**config.mk**
```make
export PLATFORM = sky130hd
export DESIGN_NAME = vtpd_div_prep
export DESIGN_NICKNAME = d
export VERILOG_FILES = /design/src/sv/vtpd_pkg.sv /design/src/sv/vtpd_div_prep.sv
export SDC_FILE = /design/constraint.sdc
export NUM_CORES = 1
export LEC_CHECK = 0
export BUFFER_PORTS_ARGS = -buffer_cell sky130_fd_sc_hd__buf_2
export CORE_AREA = 2 2 251 253
export CTS_BUF_LIST = sky130_fd_sc_hd__clkbuf_8
export CTS_CLUSTER_DIAMETER = 60
export DETAILED_ROUTE_END_ITERATION = 10
export DIE_AREA = 0 0 253 255
export PLACE_DENSITY = 0.65
export SETUP_SLACK_MARGIN = 0.5
export SYNTH_ARGS = -nofsm -noshare
export SYNTH_HDL_FRONTEND = slang
export SYNTH_SLANG_ARGS = --single-unit
```
**constraint.sdc**
```tcl
create_clock -name clk -period 16.39 [get_ports clk]
set_input_delay 2.4585 -clock clk [delete_from_list [all_inputs] [get_ports clk]]
set_output_delay 2.4585 -clock clk [all_outputs]
set_load 0.03 [all_outputs]
```
**src/sv/vtpd_pkg.sv**
```systemverilog
// shared types, widths and helper functions for the vertex transform core
// no dependencies; the other design and sim modules refer to it by scoped names
package vtpd_pkg;

  localparam int COORD_W    = 32;                  // q16.16 coordinate
  localparam int COEF_W     = 16;                  // q4.12 coefficient
  localparam int ROWS       = 4;
  localparam int W_ROW      = ROWS - 1;            // row that produces w
  localparam int NLANE      = 3;                   // x, y, z get divided
  localparam int PROD_W     = COORD_W + COEF_W;
  localparam int SUM_W      = PROD_W + 2;
  localparam int FRAC_SHIFT = 12;
  localparam int RND_W      = SUM_W - FRAC_SHIFT;
  localparam int VERT_FRAC  = 16;
  localparam int NUM_W      = RND_W + VERT_FRAC;
  localparam int QUO_W      = COORD_W;
  localparam int DIV_STEP   = 2;                   // quotient bits per stage
  localparam int DIV_STAGES = QUO_W / DIV_STEP;
  localparam int CFG_IDX_W  = 8;
  localparam int CFG_DATA_W = ROWS * COEF_W;

  localparam logic [SUM_W-1:0]   RND_HALF  = SUM_W'(1) << (FRAC_SHIFT - 1);
  localparam logic [COORD_W-1:0] COORD_MAX = {1'b0, {(COORD_W-1){1'b1}}};
  localparam logic [COORD_W-1:0] COORD_MIN = {1'b1, {(COORD_W-1){1'b0}}};

  typedef enum logic [CFG_IDX_W-1:0] {
    CFG_ROW0 = CFG_IDX_W'(0),
    CFG_ROW1 = CFG_IDX_W'(1),
    CFG_ROW2 = CFG_IDX_W'(2),
    CFG_ROW3 = CFG_IDX_W'(3)
  } cfg_reg_t;

  typedef struct packed {
    logic [CFG_IDX_W-1:0]  index;
    logic [CFG_DATA_W-1:0] data;
  } cfg_word_t;

  typedef struct packed {
    logic signed [COORD_W-1:0] vert_w;
    logic signed [COORD_W-1:0] vert_z;
    logic signed [COORD_W-1:0] vert_y;
    logic signed [COORD_W-1:0] vert_x;
  } vert_t;

  typedef struct packed {
    logic                      w_zero;
    logic signed [COORD_W-1:0] clip_w;
    logic signed [COORD_W-1:0] proj_z;
    logic signed [COORD_W-1:0] proj_y;
    logic signed [COORD_W-1:0] proj_x;
  } proj_t;

  typedef logic [ROWS-1:0][CFG_DATA_W-1:0] coef_mat_t;
  typedef logic [ROWS-1:0][RND_W-1:0]      rnd_vec_t;

  typedef struct packed {
    logic               neg;
    logic [RND_W-1:0]   mag;
    logic [COORD_W-1:0] pass;
  } abs_lane_t;

  typedef struct packed {
    logic                        w_zero;
    logic [COORD_W-1:0]          clip_w;
    logic [RND_W-1:0]            dvsr;
    abs_lane_t [NLANE-1:0]       lane;
  } abs_word_t;

  typedef struct packed {
    logic               neg;
    logic               ovf;
    logic [RND_W-1:0]   rem;
    logic [QUO_W-1:0]   tail;
    logic [QUO_W-1:0]   quo;
    logic [COORD_W-1:0] pass;
  } div_lane_t;

  typedef struct packed {
    logic                  w_zero;
    logic [COORD_W-1:0]    clip_w;
    logic [RND_W-1:0]      dvsr;
    div_lane_t [NLANE-1:0] lane;
  } div_word_t;

  // clamp a rounded row value to the 32 bit coordinate range
  function automatic logic [COORD_W-1:0] sat_coord(input logic [RND_W-1:0] v);
    logic hi_any;
    logic hi_all;
    hi_any = |v[RND_W-2:COORD_W-1];
    hi_all = &v[RND_W-2:COORD_W-1];
    if (!v[RND_W-1] && hi_any) begin
      sat_coord = COORD_MAX;
    end else if (v[RND_W-1] && !hi_all) begin
      sat_coord = COORD_MIN;
    end else begin
      sat_coord = v[COORD_W-1:0];
    end
  endfunction

  // magnitude of a two's complement value, most negative value included
  function automatic logic [RND_W-1:0] abs_mag(input logic [RND_W-1:0] v);
    abs_mag = v[RND_W-1] ? (~v + RND_W'(1)) : v;
  endfunction

endpackage

```
**src/sv/vtpd_div_prep.sv**
```systemverilog
// two stage divide setup: signs, magnitudes and saturation, then overflow check
// and initial remainder; depends on vtpd_pkg
module vtpd_div_prep (
  input  logic                 clk,
  input  logic                 rst_n,
  input  logic                 in_valid,
  output logic                 in_ready,
  input  vtpd_pkg::rnd_vec_t   in_rnd,
  output logic                 out_valid,
  input  logic                 out_ready,
  output vtpd_pkg::div_word_t  out_word
);

  vtpd_pkg::abs_word_t abs_r, abs_nxt;
  vtpd_pkg::div_word_t div_r, div_nxt;
  logic a_valid_r, b_valid_r;
  logic adv_a, adv_b;
  logic [vtpd_pkg::NUM_W-1:0] num [vtpd_pkg::NLANE];

  assign adv_b    = !b_valid_r || out_ready;
  assign adv_a    = !a_valid_r || adv_b;
  assign in_ready = adv_a;

  always_comb begin
    abs_nxt.w_zero = (in_rnd[vtpd_pkg::W_ROW] == '0);
    abs_nxt.clip_w = vtpd_pkg::sat_coord(in_rnd[vtpd_pkg::W_ROW]);
    abs_nxt.dvsr   = vtpd_pkg::abs_mag(in_rnd[vtpd_pkg::W_ROW]);
    for (int k = 0; k < vtpd_pkg::NLANE; k++) begin
      abs_nxt.lane[k].neg  = in_rnd[k][vtpd_pkg::RND_W-1]
                           ^ in_rnd[vtpd_pkg::W_ROW][vtpd_pkg::RND_W-1];
      abs_nxt.lane[k].mag  = vtpd_pkg::abs_mag(in_rnd[k]);
      abs_nxt.lane[k].pass = vtpd_pkg::sat_coord(in_rnd[k]);
    end
  end

  // dividend is mag * 2^16; the top part must stay below the divisor, else
  // the quotient does not fit and the result saturates
  always_comb begin
    div_nxt.w_zero = abs_r.w_zero;
    div_nxt.clip_w = abs_r.clip_w;
    div_nxt.dvsr   = abs_r.dvsr;
    for (int k = 0; k < vtpd_pkg::NLANE; k++) begin
      num[k] = {abs_r.lane[k].mag, vtpd_pkg::VERT_FRAC'(0)};
      div_nxt.lane[k].neg  = abs_r.lane[k].neg;
      div_nxt.lane[k].rem  = vtpd_pkg::RND_W'(num[k][vtpd_pkg::NUM_W-1:vtpd_pkg::QUO_W]);
      div_nxt.lane[k].ovf  = vtpd_pkg::RND_W'(num[k][vtpd_pkg::NUM_W-1:vtpd_pkg::QUO_W])
                           >= abs_r.dvsr;
      div_nxt.lane[k].tail = num[k][vtpd_pkg::QUO_W-1:0];
      div_nxt.lane[k].quo  = '0;
      div_nxt.lane[k].pass = abs_r.lane[k].pass;
    end
  end

  always_ff @(posedge clk) begin
    if (!rst_n) begin
      a_valid_r <= 1'b0;
      b_valid_r <= 1'b0;
    end else begin
      if (adv_a) a_valid_r <= in_valid;
      if (adv_b) b_valid_r <= a_valid_r;
    end
  end

  always_ff @(posedge clk) begin
    if (adv_a && in_valid) abs_r <= abs_nxt;
    if (adv_b && a_valid_r) div_r <= div_nxt;
  end

  assign out_valid = b_valid_r;
  assign out_word  = div_r;

endmodule

```
# Word-level counts from Yosys, hierarchy flattened
# Index checks and enable logic that the tools add are counted.
[op_classes]
reduce_logical = 31
bitwise = 7
magnitude_cmp = 3
n_addsub = 4
mux = 8
[op_table]
columns = ["operator", "count"]
rows = [
  ["38-bit by 1-bit adder with 38-bit output, second input constant", 4],
  ["38-bit NOT", 4],
  ["37-bit 2-to-1 mux", 4],
  ["32-bit 2-to-1 mux", 4],
  ["22-bit by 38-bit >= comparator with 1-bit output", 3],
  ["38-bit logical NOT", 1],
  ["6-bit AND reduction", 4],
  ["6-bit OR reduction", 4],
  ["1-bit logical AND", 10],
  ["1-bit logical NOT", 10],
  ["1-bit bitwise XOR", 3],
  ["1-bit logical OR", 2],
]
[totals]
inputBits = 156
reg_bits = 573
wordCells = 89

# Depth between registers and ports, before layout
[depth]
ltp_word = 4
mapped_depth = 9
ltp_nobuf = 8

# Least setup slack after synthesis
# No wires, ideal clock.
[synth_timing]
kind = "input -> register"
from = "input port out_ready"
to = "register div_r (netlist bit out_word[0]) (enable)"
cell_stages = 2
path_slack_ns = 0.227
setup_time_ns = 0.976
required_time_ns = 15.414
arrival_ns = 15.188
cell_sequence = "nor2b_1 -> nor2b_1"
[synth_via]
elab_chain_len = 2
[synth_lines]
columns = ["item", "line_no", "rtl"]
rows = [
  ["start: declaration", "vtpd_div_prep.sv:10", "input logic out_ready,"],
  ["1-bit logical OR", "vtpd_div_prep.sv:20", "assign adv_b = !b_valid_r || out_ready;"],
  ["1-bit logical AND", "vtpd_div_prep.sv:66", "if (adv_b && a_valid_r) div_r <= div_nxt;"],
  ["end signal: assignment", "vtpd_div_prep.sv:66", ""],
  ["end: declaration", "vtpd_div_prep.sv:15", "vtpd_pkg::div_word_t div_r, div_nxt;"],
]
# Every way passes these cells.
# A chain may end at the register's enable or synchronous reset.

# Worst setup path in the final report
[layout_timing]
from = "input port out_ready"
to = "output port in_ready"
[layout_via]
elab_chain_len = 2
[layout_lines]
columns = ["item", "line_no", "rtl"]
rows = [
  ["1-bit logical OR", "vtpd_div_prep.sv:20", ""],
  ["1-bit logical OR", "vtpd_div_prep.sv:21", "assign adv_a = !a_valid_r || adv_b;"],
  ["end: declaration", "vtpd_div_prep.sv:7", "output logic in_ready,"],
]
# Every way passes these cells.

==> impl_metrics.toml <==
[yosys]
syn_area_um2 = 24400
yosys.area_share.adder = 0.0359
synth_top_area_frac = 0.703
yosys-top-cells-area = "edfxtp_1, buf_4, xnor2_1, o21a_1, ha_1"
post_synth_most_frequent_cells = "edfxtp_1, buf_4, xnor2_1"
ys_ff_latch = 573
syn_avg_cell_area_um2 = 15.3
syn_inst = 1592
netlist.top_cell.by_area = "edfxtp_1"
yosys_most_used_dff = "edfxtp_1"
synthMuxAreaShare = 0
synth_top_family_by_area = "compound AO/OA/AOI/OAI gates"
ys_async_sr_fraction = 0
synth_compound_area_frac = 0.0843
yosysUniqueCellTypes = 45
synth.most_common_cell = "edfxtp_1"
synth_xor_area_frac = 0.0513
ys_warn_count = 0
ys_seq_area_frac = 0.704
synth-edff-count = 571
yosys.area_share.simple = 0.0522

[sta]
fin_worst_skew_ns = 0.0202
final_max_slew_viol_count = 0
fin_crit_sh = 0.346
period_needed_ns = 5.67
fin_ws_ns = 10.72
worst_pin_slew_ns = 1.17
slew_headroom = 0.217
setup_violations = 0
rsz0062_at_grt = "no"
hold_viol_final = 0
finalSetupTns_ns = 0
max_freq_ghz = 0.176

[floorplan]
start_util = 0.393
design.portCount = 637
row_count = 92
die_w_um = 253
dieArea_um2 = 64500
die_h_um = 255
core_area_um2 = 62200

[worst_hold_path]
hold_class = "flop to flop"
min_from = "abs_r[70]$_DFFE_PP_"

[critical_path]
critPathArrivalTime_ns = 3.21
path_max_fanout = 4
required_ns = 13.93
critical_path_class = "input port to primary output"
rr_startpoint = "out_valid$_SDFFE_PN0P_"
startpoint = "out_ready"
startpoint_type = "input port"
cp-end-kind = "primary output"

[grt]
grt_pass1_wl_mm = 87.1
track_usage = 0.185
grt_max_degree = 165
grt_overflow = 0
grt_pass1_vias = 14000
antenna_found_initial = 8

[detailed_routing]
firstDrtPassIters = 5
wl_mm = 62.2
drt_iter0_drc = 837
drc = 0
route.antenna.remaining_nets = 0
dr_total_vias = 14500
wl_per_cell_um = 20.9
routed_via_density = 4.87

[place]
io_buffers = 444
gp_congestion = 0.827
place_ws_ns = 10.73
dpl.hpwl_mm = 44.3

[clocking]
cts_tree = "yes"
clk_pin_slew_ns = 0.07
clock_path_buffers = 3
htree_levels = 3
clk_latency_ns = 0.68
postCtsSetupRepairBufs = 0
numCtsBuffers = 96
cts_hold_buf = 0
ctsResizeCount = 0
cts-root-buf = "clkbuf_8"
clkSinkCount = 573

[power_and_ir_drop]
power.density_nw_per_um2 = 117
worst_ir_drop_vdd_uv = 78.1
p_leak_nw = 10.8
clock_power_share = 0.351
internal_power_mw = 2.43
switchingPower_uw = 911
switching_share = 0.273
pwr-share-seq = 0.529
p_comb_frac = 0.120

[cells_and_area]
area_growth_pct = 17.4
fill_cells = 5555
fin_util = 0.461
layout-drive-gt1-share = 0.279
layout.nets = 2324

[flow_run]
maxCapViolCount = 0

[run_status]
status = "finished, final reports clean"
[stage by stage]
stage | power, mW | hold WS, ns | cells | instance area, um2
after floorplan | 2.10 | 0.400 | 1783 | 25100
after global placement | 2.19 | 0.401 | 2799 | 26900
after detailed placement | 2.20 | 0.405 | 2799 | 26900
after CTS | 3.38 | 0.416 | 2971 | 28600
after global routing | 3.48 | 0.411 | 2974 | 28600
final | 3.34 | 0.405 | 2976 | 28600
[routing by layer]
metal,global-route usage,routed length (um),up-vias,part of all wire
li1,-,-,6658,-
met1,0.225,24400,7077,0.39
met2,0.320,31400,640,0.50
met3,0.0404,4550,106,0.073
met4,0.0742,1800,0,0.029
met5,0,0,-,0
[layout by cell type, fill, tap and decap left out, types with 4 or more instances in the layout]
| cell | count |
|---|---|
| edfxtp_1 | 571 |
| buf_2 | 444 |
| conb_1 | 192 |
| xnor2_1 | 140 |
| o21a_1 | 126 |
| clkbuf_8 | 97 |
| ha_1 | 70 |
| nand2_1 | 69 |
| inv_1 | 63 |
| o21ai_0 | 56 |
| o31ai_1 | 43 |
| nor2_1 | 29 |
| o41ai_1 | 24 |
| or3_1 | 22 |
| a21oi_1 | 22 |
| nand4_1 | 19 |
| or4_1 | 19 |
| clkinv_1 | 18 |
| nor4_1 | 15 |
| nand3_1 | 15 |
| nor3_1 | 12 |
| clkinv_2 | 12 |
| buf_4 | 11 |
| a211oi_1 | 8 |
| or2_2 | 7 |
| nand2b_1 | 7 |
| diode_2 | 5 |
| nor2b_1 | 5 |
| clkinvlp_4 | 5 |
| nor2_2 | 4 |
| o21ai_2 | 4 |
[flip-flops by register name, summed over array words and instances, names as in the netlist]
name	count
out_word	287
abs_r	284
out_valid	1
a_valid_r	1
[kinds of logic after synthesis]
| logic type | after synthesis |
|---|---|
| flops | 573 |
| compound gates | 292 |
| buf+inv | 273 |
| simple gates | 240 |
| xor+xnor | 143 |
| fa+ha+maj | 70 |
| other cells | 1 |
[cell type report]
class / instances / area (um2) / area share
Antenna cell: 5 / 12.5 / 0.000437
Clock buffer: 97 / 1340 / 0.0466
Clock inverter: 75 / 428 / 0.0149
Inverter: 33 / 124 / 0.00432
Multi-Input combinational cell: 937 / 6220 / 0.217
Sequential cell: 573 / 17200 / 0.600
Tap cell: 799 / 1000 / 0.0349
Timing Repair Buffer: 457 / 2340 / 0.0819
[final timing paths]
path / to / slack, ns / cells past startpoint
max: in_ready / 10.72 / 4
min: out_word[135]$_DFFE_PP_ / 0.41 / 0
max reg2reg: abs_r[258]$_SDFFCE_PP1P_ / 13.73 / 4
min reg2reg: out_word[135]$_DFFE_PP_ / 0.41 / 0
[power groups by stage]
stage	registers [mW]	logic (mW)	clock network (mW)
2_1_floorplan	1.87	0.229	0
3_3_place_gp	1.79	0.394	0
3_5_place_dp	1.80	0.404	0
4_1_cts	1.77	0.405	1.21
5_1_grt	1.78	0.434	1.27
6_report	1.77	0.401	1.17
[worst max-delay path, cell delays in order]
cell     delay, ns
buf_2         0.10
nor2b_1       0.33
nand2_1       0.12
buf_2         0.19
(Power assumes the default switching activity.)
