[config.mk]
export PLATFORM = sky130hd
export DESIGN_NAME = vtpd_div_stage
export DESIGN_NICKNAME = d
export VERILOG_FILES = /design/src/sv/vtpd_pkg.sv /design/src/sv/vtpd_div_stage.sv
export SDC_FILE = /design/constraint.sdc
export NUM_CORES = 1
export LEC_CHECK = 0
export BUFFER_PORTS_ARGS = -buffer_cell sky130_fd_sc_hd__buf_2
export CAP_MARGIN = 5
export CORE_AREA = 2 2 374 376
export DETAILED_ROUTE_END_ITERATION = 16
export DIE_AREA = 0 0 376 378
export GPL_TIMING_DRIVEN = 1
export HOLD_SLACK_MARGIN = 0.1
export PLACE_DENSITY = 0.48
export SYNTH_ARGS = -nofsm -noshare
export SYNTH_HDL_FRONTEND = slang
export SYNTH_SLANG_ARGS = --single-unit
[constraint.sdc]
create_clock -name clk -period 19.65 [get_ports clk]
set_input_delay 3.93 -clock clk [delete_from_list [all_inputs] [get_ports clk]]
set_output_delay 3.93 -clock clk [all_outputs]
set_load 0.01 [all_outputs]
[src/sv/vtpd_pkg.sv]
// shared types, widths and helper functions for the vertex transform core
// no dependencies; the other design and sim modules refer to it by scoped names
package vtpd_pkg;

  localparam int COORD_W    = 32;                  // q16.16 coordinate
  localparam int COEF_W     = 16;                  // q4.12 coefficient
  localparam int ROWS       = 4;
  localparam int W_ROW      = ROWS - 1;            // row that produces w
  localparam int NLANE      = 3;                   // x, y, z get divided
  localparam int PROD_W     = COORD_W + COEF_W;
  localparam int SUM_W      = PROD_W + 2;
  localparam int FRAC_SHIFT = 12;
  localparam int RND_W      = SUM_W - FRAC_SHIFT;
  localparam int VERT_FRAC  = 16;
  localparam int NUM_W      = RND_W + VERT_FRAC;
  localparam int QUO_W      = COORD_W;
  localparam int DIV_STEP   = 2;                   // quotient bits per stage
  localparam int DIV_STAGES = QUO_W / DIV_STEP;
  localparam int CFG_IDX_W  = 8;
  localparam int CFG_DATA_W = ROWS * COEF_W;

  localparam logic [SUM_W-1:0]   RND_HALF  = SUM_W'(1) << (FRAC_SHIFT - 1);
  localparam logic [COORD_W-1:0] COORD_MAX = {1'b0, {(COORD_W-1){1'b1}}};
  localparam logic [COORD_W-1:0] COORD_MIN = {1'b1, {(COORD_W-1){1'b0}}};

  typedef enum logic [CFG_IDX_W-1:0] {
    CFG_ROW0 = CFG_IDX_W'(0),
    CFG_ROW1 = CFG_IDX_W'(1),
    CFG_ROW2 = CFG_IDX_W'(2),
    CFG_ROW3 = CFG_IDX_W'(3)
  } cfg_reg_t;

  typedef struct packed {
    logic [CFG_IDX_W-1:0]  index;
    logic [CFG_DATA_W-1:0] data;
  } cfg_word_t;

  typedef struct packed {
    logic signed [COORD_W-1:0] vert_w;
    logic signed [COORD_W-1:0] vert_z;
    logic signed [COORD_W-1:0] vert_y;
    logic signed [COORD_W-1:0] vert_x;
  } vert_t;

  typedef struct packed {
    logic                      w_zero;
    logic signed [COORD_W-1:0] clip_w;
    logic signed [COORD_W-1:0] proj_z;
    logic signed [COORD_W-1:0] proj_y;
    logic signed [COORD_W-1:0] proj_x;
  } proj_t;

  typedef logic [ROWS-1:0][CFG_DATA_W-1:0] coef_mat_t;
  typedef logic [ROWS-1:0][RND_W-1:0]      rnd_vec_t;

  typedef struct packed {
    logic               neg;
    logic [RND_W-1:0]   mag;
    logic [COORD_W-1:0] pass;
  } abs_lane_t;

  typedef struct packed {
    logic                        w_zero;
    logic [COORD_W-1:0]          clip_w;
    logic [RND_W-1:0]            dvsr;
    abs_lane_t [NLANE-1:0]       lane;
  } abs_word_t;

  typedef struct packed {
    logic               neg;
    logic               ovf;
    logic [RND_W-1:0]   rem;
    logic [QUO_W-1:0]   tail;
    logic [QUO_W-1:0]   quo;
    logic [COORD_W-1:0] pass;
  } div_lane_t;

  typedef struct packed {
    logic                  w_zero;
    logic [COORD_W-1:0]    clip_w;
    logic [RND_W-1:0]      dvsr;
    div_lane_t [NLANE-1:0] lane;
  } div_word_t;

  // clamp a rounded row value to the 32 bit coordinate range
  function automatic logic [COORD_W-1:0] sat_coord(input logic [RND_W-1:0] v);
    logic hi_any;
    logic hi_all;
    hi_any = |v[RND_W-2:COORD_W-1];
    hi_all = &v[RND_W-2:COORD_W-1];
    if (!v[RND_W-1] && hi_any) begin
      sat_coord = COORD_MAX;
    end else if (v[RND_W-1] && !hi_all) begin
      sat_coord = COORD_MIN;
    end else begin
      sat_coord = v[COORD_W-1:0];
    end
  endfunction

  // magnitude of a two's complement value, most negative value included
  function automatic logic [RND_W-1:0] abs_mag(input logic [RND_W-1:0] v);
    abs_mag = v[RND_W-1] ? (~v + RND_W'(1)) : v;
  endfunction

endpackage

[src/sv/vtpd_div_stage.sv]
// one restoring divide stage, two quotient bits for each of the three lanes
// depends on vtpd_pkg
module vtpd_div_stage (
  input  logic                clk,
  input  logic                rst_n,
  input  logic                in_valid,
  output logic                in_ready,
  input  vtpd_pkg::div_word_t in_word,
  output logic                out_valid,
  input  logic                out_ready,
  output vtpd_pkg::div_word_t out_word
);

  vtpd_pkg::div_word_t word_r, word_nxt;
  logic valid_r;
  logic adv;
  logic [vtpd_pkg::RND_W:0] trial;

  assign adv      = !valid_r || out_ready;
  assign in_ready = adv;

  always_comb begin
    word_nxt = in_word;
    trial    = '0;
    for (int k = 0; k < vtpd_pkg::NLANE; k++) begin
      for (int s = 0; s < vtpd_pkg::DIV_STEP; s++) begin
        trial = {word_nxt.lane[k].rem, word_nxt.lane[k].tail[vtpd_pkg::QUO_W-1]};
        word_nxt.lane[k].tail = word_nxt.lane[k].tail << 1;
        if (trial >= {1'b0, in_word.dvsr}) begin
          word_nxt.lane[k].rem = vtpd_pkg::RND_W'(trial - {1'b0, in_word.dvsr});
          word_nxt.lane[k].quo = {word_nxt.lane[k].quo[vtpd_pkg::QUO_W-2:0], 1'b1};
        end else begin
          word_nxt.lane[k].rem = vtpd_pkg::RND_W'(trial);
          word_nxt.lane[k].quo = {word_nxt.lane[k].quo[vtpd_pkg::QUO_W-2:0], 1'b0};
        end
      end
    end
  end

  always_ff @(posedge clk) begin
    if (!rst_n) begin
      valid_r <= 1'b0;
    end else if (adv) begin
      valid_r <= in_valid;
    end
  end

  always_ff @(posedge clk) begin
    if (adv && in_valid) word_r <= word_nxt;
  end

  assign out_valid = valid_r;
  assign out_word  = word_r;

endmodule

# After elaboration in Yosys (flattened, before gate mapping)
# Index checks and enable logic that the tools add are counted.
word_totals:
  reg_bits: 474
  latchBits: 0
  ram_bits: 0
  rom_bits: 0
  in_bits: 483
  output_inout_bits: 481
  elab_cells: 49
  mem_count: 0
classes:
  addsub: 6
  n_mul: 0
  div: 0
  magnitude_cmp: 6
  n_eq_ne: 0
  n_shift: 0
  muxes: 12
  bitwise: 0
  reduce_logical: 3
op_table:
  columns: ["cell", "count"]
  rows:
  - ["39-bit by 38-bit >= comparator with 1-bit output", 6]
  - ["38-bit two-way mux", 6]
  - ["38-bit subtractor", 6]
  - ["1-bit two-way mux", 6]
  - ["1-bit logical AND", 1]
  - ["1-bit logical NOT", 1]
  - ["1-bit logical OR", 1]

# Logic depth before layout (Yosys ltp)
# Gate-level depths: netlist (run 1).
logic_depth:
  depth_word: 4
  depth_mapped: 30
  depth_no_buf: 24

# Worst setup path before layout (run 1)
# No wires, ideal clock.
synth_timing:
  kind: "input to register"
  start: "in out_ready"
  end: "reg word_r (netlist bit out_word[0]) (enable)"
  setup_ns: 0.901
  arrival_time_ns: 14.847
  required_time_ns: 18.749
  path_slack_ns: 3.903
  cell_stages: 2
  cell_sequence: "nand2b_1 > and2_1"
synth_via:
  elab_chain_len: 2
synth_lines:
  columns: ["item", "line_no", "text"]
  rows:
  - ["start: declaration", "vtpd_div_stage.sv:10", "input logic out_ready,"]
  - ["1-bit logical OR", "vtpd_div_stage.sv:19", "assign adv = !valid_r || out_ready;"]
  - ["1-bit logical AND", "vtpd_div_stage.sv:49", "if (adv && in_valid) word_r <= word_nxt;"]
  - ["end signal: assignment", "vtpd_div_stage.sv:49", null]
  - ["end: declaration", "vtpd_div_stage.sv:14", "vtpd_pkg::div_word_t word_r, word_nxt;"]
# Every way passes these cells.
# A chain may end at the register's enable or synchronous reset.

==> results of run 1 <==
-- sequential cells by signal (all words and copies together), names as in the netlist --
signal and count:
out_valid 1, out_word 473
-- how the worst min path moves through the flow --
stage	slack, ps	to	start
2_1_floorplan	610	out_valid$_SDFFE_PN0N_	out_valid$_SDFFE_PN0N_
6_report	650	out_valid$_SDFFE_PN0N_	out_valid$_SDFFE_PN0N_
3_5_place_dp	690	out_valid$_SDFFE_PN0N_	out_valid$_SDFFE_PN0N_
3_3_place_gp	680	out_valid$_SDFFE_PN0N_	out_valid$_SDFFE_PN0N_
4_1_cts	690	out_valid$_SDFFE_PN0N_	out_valid$_SDFFE_PN0N_
5_1_grt	740	out_valid$_SDFFE_PN0N_	out_valid$_SDFFE_PN0N_
-- where the power goes --
part | leakage [nW] | internal, W | switching, W | total [W]
sequential | 4.58 | 0.00128 | 0.0000494 | 0.00133
combinational | 10.7 | 0.000563 | 0.000848 | 0.00141
clock | 1.06 | 0.000721 | 0.000517 | 0.00124
-- cells in the mapped netlist, types with 7 or more instances --
master    instances  area [sq um]
o31ai_1          26           195
buf_2            21           105
o21ai_0         207          1040
xnor2_1         123          1080
nor2_1          142           533
buf_4             7          52.6
nand2_1         235           882
nor4_1           14          87.6
or3_1            12          75.1
a21o_1           95           713
nand4_1          41           257
nand3_1          39           195
or2_2             8          50.1
clkbuf_1         49           184
and4_1            9          78.8
mux2i_1           9          90.1
and3_1           18           113
o221ai_1          8          70.1
inv_1           116           435
nor2b_1          21           131
nand2b_1         34           213
mux2_2          122          1370
ha_1            228          2850
a31oi_1          25           156
a31o_2            9          78.8
a21oi_1         209          1050
nor3_1           34           170
a211oi_1         28           210
o211ai_1         15           113
and2_1           10          62.6
o22ai_1           9          56.3
a21boi_0         16           120
edfxtp_1        473         14200
o21a_1           41           308
a211o_1           9          78.8
xor2_1           65           569
o21bai_1         26           195
-- final cells by class --
class                   count  share of cell area (%)
diodes                     26                   0.168
clock buffers              78                    4.50
repair buffers           1004                    13.3
well taps                1807                    5.85
flip-flops and latches    474                    36.8
clock inverters            42                    1.16
multi-input cells        2003                    37.0
inverters                 118                    1.15
-- routing by layer --
layer  vias up  routed length (um)  track usage, %
li1      12202                   -               -
met5         -                 747               0
met4       116                4980            6.36
met2      1018               78400            37.3
met1     12676               65700            26.2
met3       289               20800            12.2
-- logic make-up after synthesis --
kind of cell,synth area share [%]
xor+xnor,5.61
flops,48.5
buf+inv,2.88
mux,5.06
compound gates,17.7
simple gates,10.2
fa+ha+maj,10.1
other cells,0.0128
-- worst min-delay path, cell delays in order, from the launching register on --
cell	delay [ps]
dfxtp_1	310
nand2b_1	180
a21boi_0	110
-- cells in the final DEF (no fill, tap or decap), drive strengths merged, types with 9 or more instances in the layout --
cell	n
a211o	9
a211oi	28
a21boi	17
a21o	95
a21oi	210
a31o	9
a31oi	28
and2	11
and3	18
and4	9
buf	1004
clkbuf	78
clkinv	30
diode	26
edfxtp	473
ha	228
inv	121
mux2	124
mux2i	9
nand2	235
nand2b	34
nand3	39
nand4	41
nor2	142
nor2b	21
nor3	34
nor4	14
o211ai	16
o21a	41
o21ai	212
o21bai	26
o22ai	9
o31ai	30
or3	12
xnor2	123
xor2	65
-- stage by stage --
step	total power, W	std cells
2_1_floorplan	0.00226	2678
3_3_place_gp	0.00277	5406
3_5_place_dp	0.00276	5406
4_1_cts	0.00404	5526
5_1_grt	0.00420	5534
6_report	0.00398	5552
==> impl_metrics.py, run 1 <==
metrics = {
    "run_status": {
        "status": "completed",
    },
    "synthesis": {
        "syn-instance-count": 2673,
        "syn-cell-area_sq_mm": 0.0294,
        "ys_seq_area_share_pct": 48.5,
        "yosys_warnings": 0,
        "synth_edf_count": 473,
        "ys_seq_elements": 474,
        "ys.flop_type": "edfxtp_1",
        "synth-async-reset-ratio_pct": 0,
        "avgSynthCellArea_sq_um": 11.0,
        "synthDistinctLibCells": 85,
    },
    "drt": {
        "ant_nets": 0,
        "first_iter_violations": 1922,
        "vias_per_cell": 4.74,
        "dr.pass1.iters": 5,
        "wl_per_cell_um": 30.7,
        "route.vias.total": 26301,
        "wirelength_um": 171000,
        "drcViolationCount": 0,
    },
    "finish": {
        "syn2layout_area_growth_pct": 31.7,
        "drive_above_1_share_pct": 33.8,
        "fin_nets": 4385,
        "post-route-util_pct": 27.9,
        "finish.instance_area_sq_mm": 0.0387,
        "multiInputGateArea_sq_mm": 0.0143,
        "seq_area_sq_mm": 0.0142,
        "fillers": 14846,
    },
    "clock_network": {
        "cts_max_level": 3,
        "cts_buffers": 67,
        "cts.sinks": 474,
        "cts_hold_buf": 0,
        "clk_path_buf_depth": 3,
        "cts_setup_buffers": 0,
        "cts_resized": 0,
        "clk_latency_ps": 650,
        "tritoncts": "yes",
        "clkTransAtPathRegs_ps": 60,
        "cts_root_buf": "clkbuf_16",
    },
    "setup_path": {
        "max_stage_delay_ps": 690,
        "rr_worst_depth": 5,
        "r2r_start": "out_valid$_SDFFE_PN0N_",
        "critPathMaxFanout": 33,
        "cpMostUsedCell": "buf_4",
        "rrSetupSlack_ps": 15380,
        "crit_type": "in -> reg",
        "worstPathArrival_ps": 12260,
        "path_depth": 26,
        "critPathLaunch": "in_word[409]",
        "cp_top_family": "compound AO/OA/AOI/OAI gates",
        "endpoint": "out_word[235]$_DFFE_PP_",
        "critPathLaunchType": "input port",
        "rr_endpoint": "out_word[396]$_DFFE_PP_",
        "path_buf_inv": 5,
        "cp-end-kind": "register",
        "cpMaxStageDelayCell": "nand2_1",
        "cp.required_ps": 20050,
    },
    "power": {
        "p_per_area_mw_per_mm2": 103,
        "p_leak_nw": 16.3,
        "peakVddDrop_mv": 0.0784,
    },
    "worst_hold_path": {
        "whs_path_depth": 2,
        "hold_class": "reg -> reg",
    },
    "sta": {
        "fmax_mhz": 84.3,
        "rsz0062_at_grt": "false",
        "period_share_pct": 60.4,
        "tightest_slew_ps": 1000,
        "slew_headroom_pct": 32.5,
        "fin_setup_tns_ps": 0,
        "maxSlewViolCount": 0,
        "hold_viol": 0,
        "finalCriticalPeriod_ps": 11860,
        "worst_clock_skew_ps": 20.2,
        "worst_slack_ps": 7790,
        "setup_viol": 0,
        "whs_ps": 650,
    },
    "floorplan": {
        "initial_core_util_pct": 21.2,
        "pin_count": 964,
        "die_area_sq_mm": 0.142,
        "rows": 137,
        "fp.dieW_um": 376,
        "fp.coreArea_sq_mm": 0.139,
        "die_y_um": 378,
    },
    "run": {
        "cap_viol_max_count": 0,
    },
    "placed_design": {
        "place_ws_ps": 7120,
        "gp_congestion": 0.931,
        "place_area_sq_mm": 0.0364,
        "io_buffers": 951,
        "hpwlAfterDp_um": 146000,
    },
    "grt": {
        "antenna_found_initial": 141,
        "grtUsageTotal_pct": 23.0,
        "grt_max_degree": 70,
        "grt_pass1_wl_um": 221000,
        "grt_pass1_vias": 24901,
        "grt-ovfl-total": 0,
    },
}
Note: power is estimated with default switching activity, not from simulation.
==> run 2: changes to the inputs <==
clock period = 11.5 ns   (was 19.65 ns; I/O delays follow)
==> run 2 against run 1 <==
Effect of this change:
- flip-flop and latch count is the same
- routed wire length is 2.5% higher
- utilization fell by 0.14 points
- total power is 70% higher
- worst hold slack lost 21 ps
- combinational power rose by 71%
- clock power is 68% higher
- critical endpoint is now out_word[237]$_DFFE_PP_
- non-clock buffer count shrank 18
==> impl_metrics.py, run 2 (same netlist as run 1, synthesis figures left out) <==
metrics = {
    "placed_design": {
        "hpwlAfterDp_um": 149000,
        "place_area_sq_mm": 0.0363,
        "place_ws_ps": 1420,
        "gp_congestion": 0.961,
        "io_buffers": 951,
    },
    "clock_network": {
        "tritoncts": "yes",
        "clk_path_buf_depth": 3,
        "clk_latency_ps": 660,
        "cts_hold_buf": 0,
        "cts_max_level": 3,
        "cts.sinks": 474,
        "cts_resized": 0,
        "cts_setup_buffers": 0,
        "cts_root_buf": "clkbuf_16",
        "cts_buffers": 66,
        "clkTransAtPathRegs_ps": 60,
    },
    "drt": {
        "dr.pass1.iters": 6,
        "drcViolationCount": 0,
        "route.vias.total": 26565,
        "wl_per_cell_um": 31.6,
        "vias_per_cell": 4.80,
        "first_iter_violations": 2217,
        "ant_nets": 0,
        "wirelength_um": 175000,
    },
    "grt": {
        "grt_pass1_wl_um": 224000,
        "grt-ovfl-total": 0,
        "antenna_found_initial": 147,
        "grt_pass1_vias": 24926,
        "grtUsageTotal_pct": 23.5,
        "grt_max_degree": 126,
    },
    "sta": {
        "rsz0062_at_grt": "false",
        "slew_headroom_pct": 31.1,
        "period_share_pct": 83.0,
        "tightest_slew_ps": 1030,
        "fin_setup_tns_ps": 0,
        "hold_viol": 0,
        "maxSlewViolCount": 0,
        "worst_slack_ps": 1950,
        "fmax_mhz": 105,
        "setup_viol": 0,
        "worst_clock_skew_ps": 27.1,
        "finalCriticalPeriod_ps": 9550,
    },
    "run": {
        "cap_viol_max_count": 0,
    },
    "setup_path": {
        "critPathMaxFanout": 32,
        "cpMaxStageDelayCell": "nor4_1",
        "worstPathArrival_ps": 9930,
        "cp.required_ps": 11890,
        "rrSetupSlack_ps": 8190,
        "max_stage_delay_ps": 760,
        "rr_endpoint": "out_word[395]$_DFFE_PP_",
        "rr_worst_depth": 4,
        "crit_type": "in -> reg",
        "r2r_start": "out_valid$_SDFFE_PN0N_",
        "cp-end-kind": "register",
        "critPathLaunchType": "input port",
    },
    "power": {
        "peakVddDrop_mv": 0.0912,
        "cellInternalPower_w": 0.00435,
        "seqPwrFrac_pct": 33.7,
        "clkPwrFrac_pct": 30.7,
        "power.switching_w": 0.00242,
        "p_per_area_mw_per_mm2": 176,
        "p_leak_nw": 16.2,
        "p_sw_share_pct": 35.8,
        "p_comb_share_pct": 35.6,
    },
    "finish": {
        "drive_above_1_share_pct": 33.4,
        "syn2layout_area_growth_pct": 31.0,
        "largest_reg_flops": 473,
        "fin_nets": 4366,
        "mostFrequentLayoutCell": "buf_2",
        "finish.instance_area_sq_mm": 0.0385,
        "most-common-layout-cells": "buf_2, edfxtp_1, nand2_1",
    },
    "floorplan": {
        "fp.dieW_um": 376,
        "rows": 137,
        "fp.coreArea_sq_mm": 0.139,
        "initial_core_util_pct": 21.2,
        "die_area_sq_mm": 0.142,
        "pin_count": 964,
        "die_y_um": 378,
    },
    "worst_hold_path": {
        "hp-start": "out_valid$_SDFFE_PN0N_",
        "hold_class": "reg -> reg",
        "whs_endpoint": "out_valid$_SDFFE_PN0N_",
        "whs_path_depth": 2,
    },
    "run_status": {
        "status": "completed",
    },
}
[run 2: cell count changes in the layout (fill, tap and decap cells not counted), moves of 2 or more]
cell        before  now
clkinvlp_4       3    1
clkbuf_16       68   66
inv_16           2    0
buf_12           0    2
clkinv_1        14   16
clkinv_2        10   12
buf_4           53   33
[run 2: stage by stage]
stage	utilization [%]	total power, W	cells	hold slack, ps
after floorplan	-	0.00383	2678	609
after global placement	26.2	0.00473	5388	609
after detailed placement	26.2	0.00472	5388	623
after CTS	27.7	0.00686	5506	633
after global routing	27.7	0.00712	5510	668
final	27.8	0.00677	5531	629
[run 2: critical path, delay by kind of cell]
| family | cells | cell delay, ps |
|---|---|---|
| AO/OA/AOI/OAI | 12 | 3130 |
| AND/OR/NAND/NOR | 5 | 1580 |
| buffers and inverters | 5 | 1400 |
| multiplexers | 2 | 770 |
| adder cells (fa/ha/maj) | 2 | 660 |
[run 2: power by group through the flow]
stage | Sequential, W | Combinational [W] | Clock, W
2_1_floorplan | 0.00240 | 0.00143 | 0
3_3_place_gp | 0.00233 | 0.00240 | 0
3_5_place_dp | 0.00232 | 0.00240 | 0
4_1_cts | 0.00229 | 0.00242 | 0.00215
5_1_grt | 0.00230 | 0.00262 | 0.00219
6_report | 0.00228 | 0.00241 | 0.00208
[run 2: how the worst max path moves through the flow]
stage | startpoint | to | slack, ps | depth (start not counted)
2_1_floorplan | out_ready | out_word[0]$_DFFE_PP_ | 2760 | 2
3_3_place_gp | in_word[409] | out_word[237]$_DFFE_PP_ | 1350 | 26
3_5_place_dp | in_word[409] | out_word[240]$_DFFE_PP_ | 1420 | 26
4_1_cts | in_word[409] | out_word[237]$_DFFE_PP_ | 2080 | 26
5_1_grt | in_word[409] | out_word[240]$_DFFE_PP_ | 1520 | 26
6_report | in_word[409] | out_word[237]$_DFFE_PP_ | 1950 | 26
[run 2: area by class of cell]
class | instances | area, sq um
Fill cell | 14814 | 100000
Multi-Input combinational cell | 2003 | 14300
Sequential cell | 474 | 14200
Timing Repair Buffer | 986 | 5050
Tap cell | 1807 | 2260
Clock buffer | 75 | 1690
Inverter | 118 | 443
Clock inverter | 43 | 419
Antenna cell | 25 | 62.6
[run 2: metal layers]
metal	up-vias	part of all wire (%)	track usage (%)
met1	12842	38	27.3
met4	106	4.5	9.00
li1	12155	-	-
met2	1145	44	37.1
met3	317	12	11.7
met5	-	0.39	0
==> run 3: changes to the inputs <==
ABC_AREA = 1   (was not set)
CORE_AREA = 2 2 370 372   (was 2 2 374 376)
DIE_AREA = 0 0 372 374   (was 0 0 376 378)
PLACE_DENSITY = 0.54   (was 0.48)
clock period = 8.15 ns   (was 11.5 ns; I/O delays follow)
==> run 3 against run 2 <==
Effect of this change:
- die area fell by 2.1%
- global-route usage rose by 4.6 points
- cell count rose by 34%
- sequential power rose by 40%
- clock skew rose by 0.80 ps
- count of clock-buffer cells in the layout fell by 8
==> impl_metrics.py, run 3 <==
metrics = {
    "run_status": {
        "status": "completed",
    },
    "drt": {
        "wirelength_um": 205000,
        "drcViolationCount": 0,
        "vias_per_cell": 4.79,
        "route.vias.total": 35600,
        "first_iter_violations": 2922,
        "dr.pass1.iters": 5,
        "wl_per_cell_um": 27.5,
        "ant_nets": 0,
    },
    "clock_network": {
        "clk_path_buf_depth": 3,
        "clkTransAtPathRegs_ps": 60,
        "cts_hold_buf": 0,
        "tritoncts": "yes",
        "cts_buffers": 60,
        "cts_max_level": 2,
        "cts_root_buf": "clkbuf_16",
        "cts_resized": 0,
        "cts.sinks": 474,
        "clk_latency_ps": 680,
        "cts_setup_buffers": 0,
    },
    "sta": {
        "worst_clock_skew_ps": 27.9,
        "whs_ps": 562,
        "setup_viol": 0,
        "rsz0062_at_grt": "false",
        "tightest_slew_ps": 1050,
        "slew_headroom_pct": 30.1,
        "period_share_pct": 81.0,
        "maxSlewViolCount": 0,
        "hold_viol": 0,
        "fmax_mhz": 152,
        "worst_slack_ps": 1550,
        "finalCriticalPeriod_ps": 6600,
    },
    "setup_path": {
        "path_buf_inv": 6,
        "worstPathArrival_ps": 6980,
        "r2r_start": "out_valid$_SDFFE_PN0N_",
        "max_stage_delay_ps": 610,
        "critPathLaunchType": "input port",
        "crit_type": "in -> reg",
        "critPathLaunch": "in_word[430]",
        "cp.required_ps": 8530,
        "cp_top_family": "simple AND/OR/NAND/NOR gates",
        "critPathMaxFanout": 39,
        "cpMaxStageDelayCell": "inv_1",
        "cpMostUsedCell": "nand2_1",
        "rrSetupSlack_ps": 5450,
        "cp-end-kind": "register",
    },
    "synthesis": {
        "ys_seq_elements": 474,
        "yosys.area.top_type_share_pct": 41.3,
        "syn-cell-area_sq_mm": 0.0344,
        "synth-async-reset-ratio_pct": 0,
        "syn-instance-count": 4551,
        "yosys.area.top_type": "edfxtp_1",
        "synth_common_cells": "nand2_1, inv_1, edfxtp_1",
        "avgSynthCellArea_sq_um": 7.56,
        "ys.flop_type": "edfxtp_1",
        "ys_seq_area_share_pct": 41.3,
        "synthDistinctLibCells": 52,
        "netlist_top_cells_area": "edfxtp_1, nand2_1, ha_1",
        "synth_most_common_cell": "nand2_1",
        "synth_edf_count": 473,
        "yosys_warnings": 0,
    },
    "grt": {
        "grt-ovfl-total": 0,
        "grt_pass1_vias": 33811,
        "grt_pass1_wl_um": 269000,
        "grt_max_degree": 137,
        "antenna_found_initial": 62,
        "grtUsageTotal_pct": 28.1,
    },
    "finish": {
        "largest_reg_flops": 473,
        "fin_nets": 6305,
        "most-common-layout-cells": "nand2_1, buf_2, inv_1",
        "instances_no_fill": 7433,
        "fillers": 14909,
        "syn2layout_area_growth_pct": 26.8,
        "drive_above_1_share_pct": 22.1,
        "mostFrequentLayoutCell": "nand2_1",
        "finish.instance_area_sq_mm": 0.0436,
    },
    "run": {
        "cap_viol_max_count": 0,
    },
    "power": {
        "finalPower_w": 0.00980,
        "p_per_area_mw_per_mm2": 225,
        "p_leak_nw": 21.6,
        "peakVddDrop_mv": 0.186,
    },
    "placed_design": {
        "gp_congestion": 0.996,
        "io_buffers": 951,
        "place_ws_ps": 1020,
        "place_area_sq_mm": 0.0416,
        "hpwlAfterDp_um": 175000,
        "dpl.cell_count": 7307,
    },
    "floorplan": {
        "die_area_sq_mm": 0.139,
        "fp.coreArea_sq_mm": 0.135,
        "initial_core_util_pct": 25.5,
        "die_y_um": 374,
        "fp.dieW_um": 372,
        "rows": 135,
        "pin_count": 964,
    },
    "worst_hold_path": {
        "hold_class": "reg -> reg",
        "hp-start": "out_valid$_SDFFE_PN0N_",
    },
}
==> run 3: changes by cell type after synthesis, moves of 78 or more <==
cell     delta
mux2_2    -122
nand3_1   +233
nor2_1    +251
a21o_1     -78
inv_1     +482
o21ai_0   -104
nand2_1  +1412
==> run 3: cell type report <==
| type | count | area, sq um | area share (%) |
|---|---|---|---|
| repair buffers | 1033 | 5410 | 12.4 |
| well taps | 1781 | 2230 | 5.11 |
| diodes | 19 | 47.5 | 0.109 |
| flip-flops and latches | 474 | 14200 | 32.6 |
| clock inverters | 40 | 417 | 0.955 |
| inverters | 636 | 2400 | 5.51 |
| multi-input cells | 3383 | 17400 | 39.8 |
| clock buffers | 67 | 1530 | 3.50 |
==> run 3: routing by layer <==
layer / vias to the layer above / global-route usage [%] / part of all wire, %
li1: 16936 / - / -
met1: 16767 / 32.4 / 38
met2: 1507 / 46.7 / 47
met3: 348 / 8.81 / 9.2
met4: 42 / 14.3 / 5.6
met5: - / 0 / 0.12
==> run 3: worst paths after layout <==
| kind | to | depth (start not counted) |
|---|---|---|
| setup reg to reg | out_word[461]$_DFFE_PP_ | 3 |
| setup / recovery | out_word[239]$_DFFE_PP_ | 28 |
| hold reg to reg | out_valid$_SDFFE_PN0N_ | 2 |
| hold / removal | out_valid$_SDFFE_PN0N_ | 2 |
==> run 3: where the power goes <==
group	internal (W)	leakage, nW	switching (W)	total (W)
Clock	0.00151	0.927	0.00117	0.00268
Sequential	0.00307	4.59	0.000123	0.00319
Combinational	0.00121	16.1	0.00272	0.00392
Total	0.00579	21.6	0.00401	0.00980
==> run 3: cell families after synthesis <==
family          after synthesis  share of synthesized area [%]
simple gates               2555                           31.0
buf+inv                     699                           8.29
flops                       474                           41.3
compound gates              451                           7.20
fa+ha+maj                   234                           8.64
xor+xnor                    137                           3.49
other cells                   1                         0.0109
==> run 3: worst register-to-register path, stage by stage (launching register included) <==
cell and delay (ps):
dfxtp_1 340, a21oi_4 280, buf_12 430, buf_4 1190
==> run 3: through the flow <==
step	utilization [%]	setup TNS (ps)
floorplan	-	-790060
global route	32.3	0
detailed placement	30.8	0
finish	32.3	0
global placement	30.8	0
CTS	32.3	0
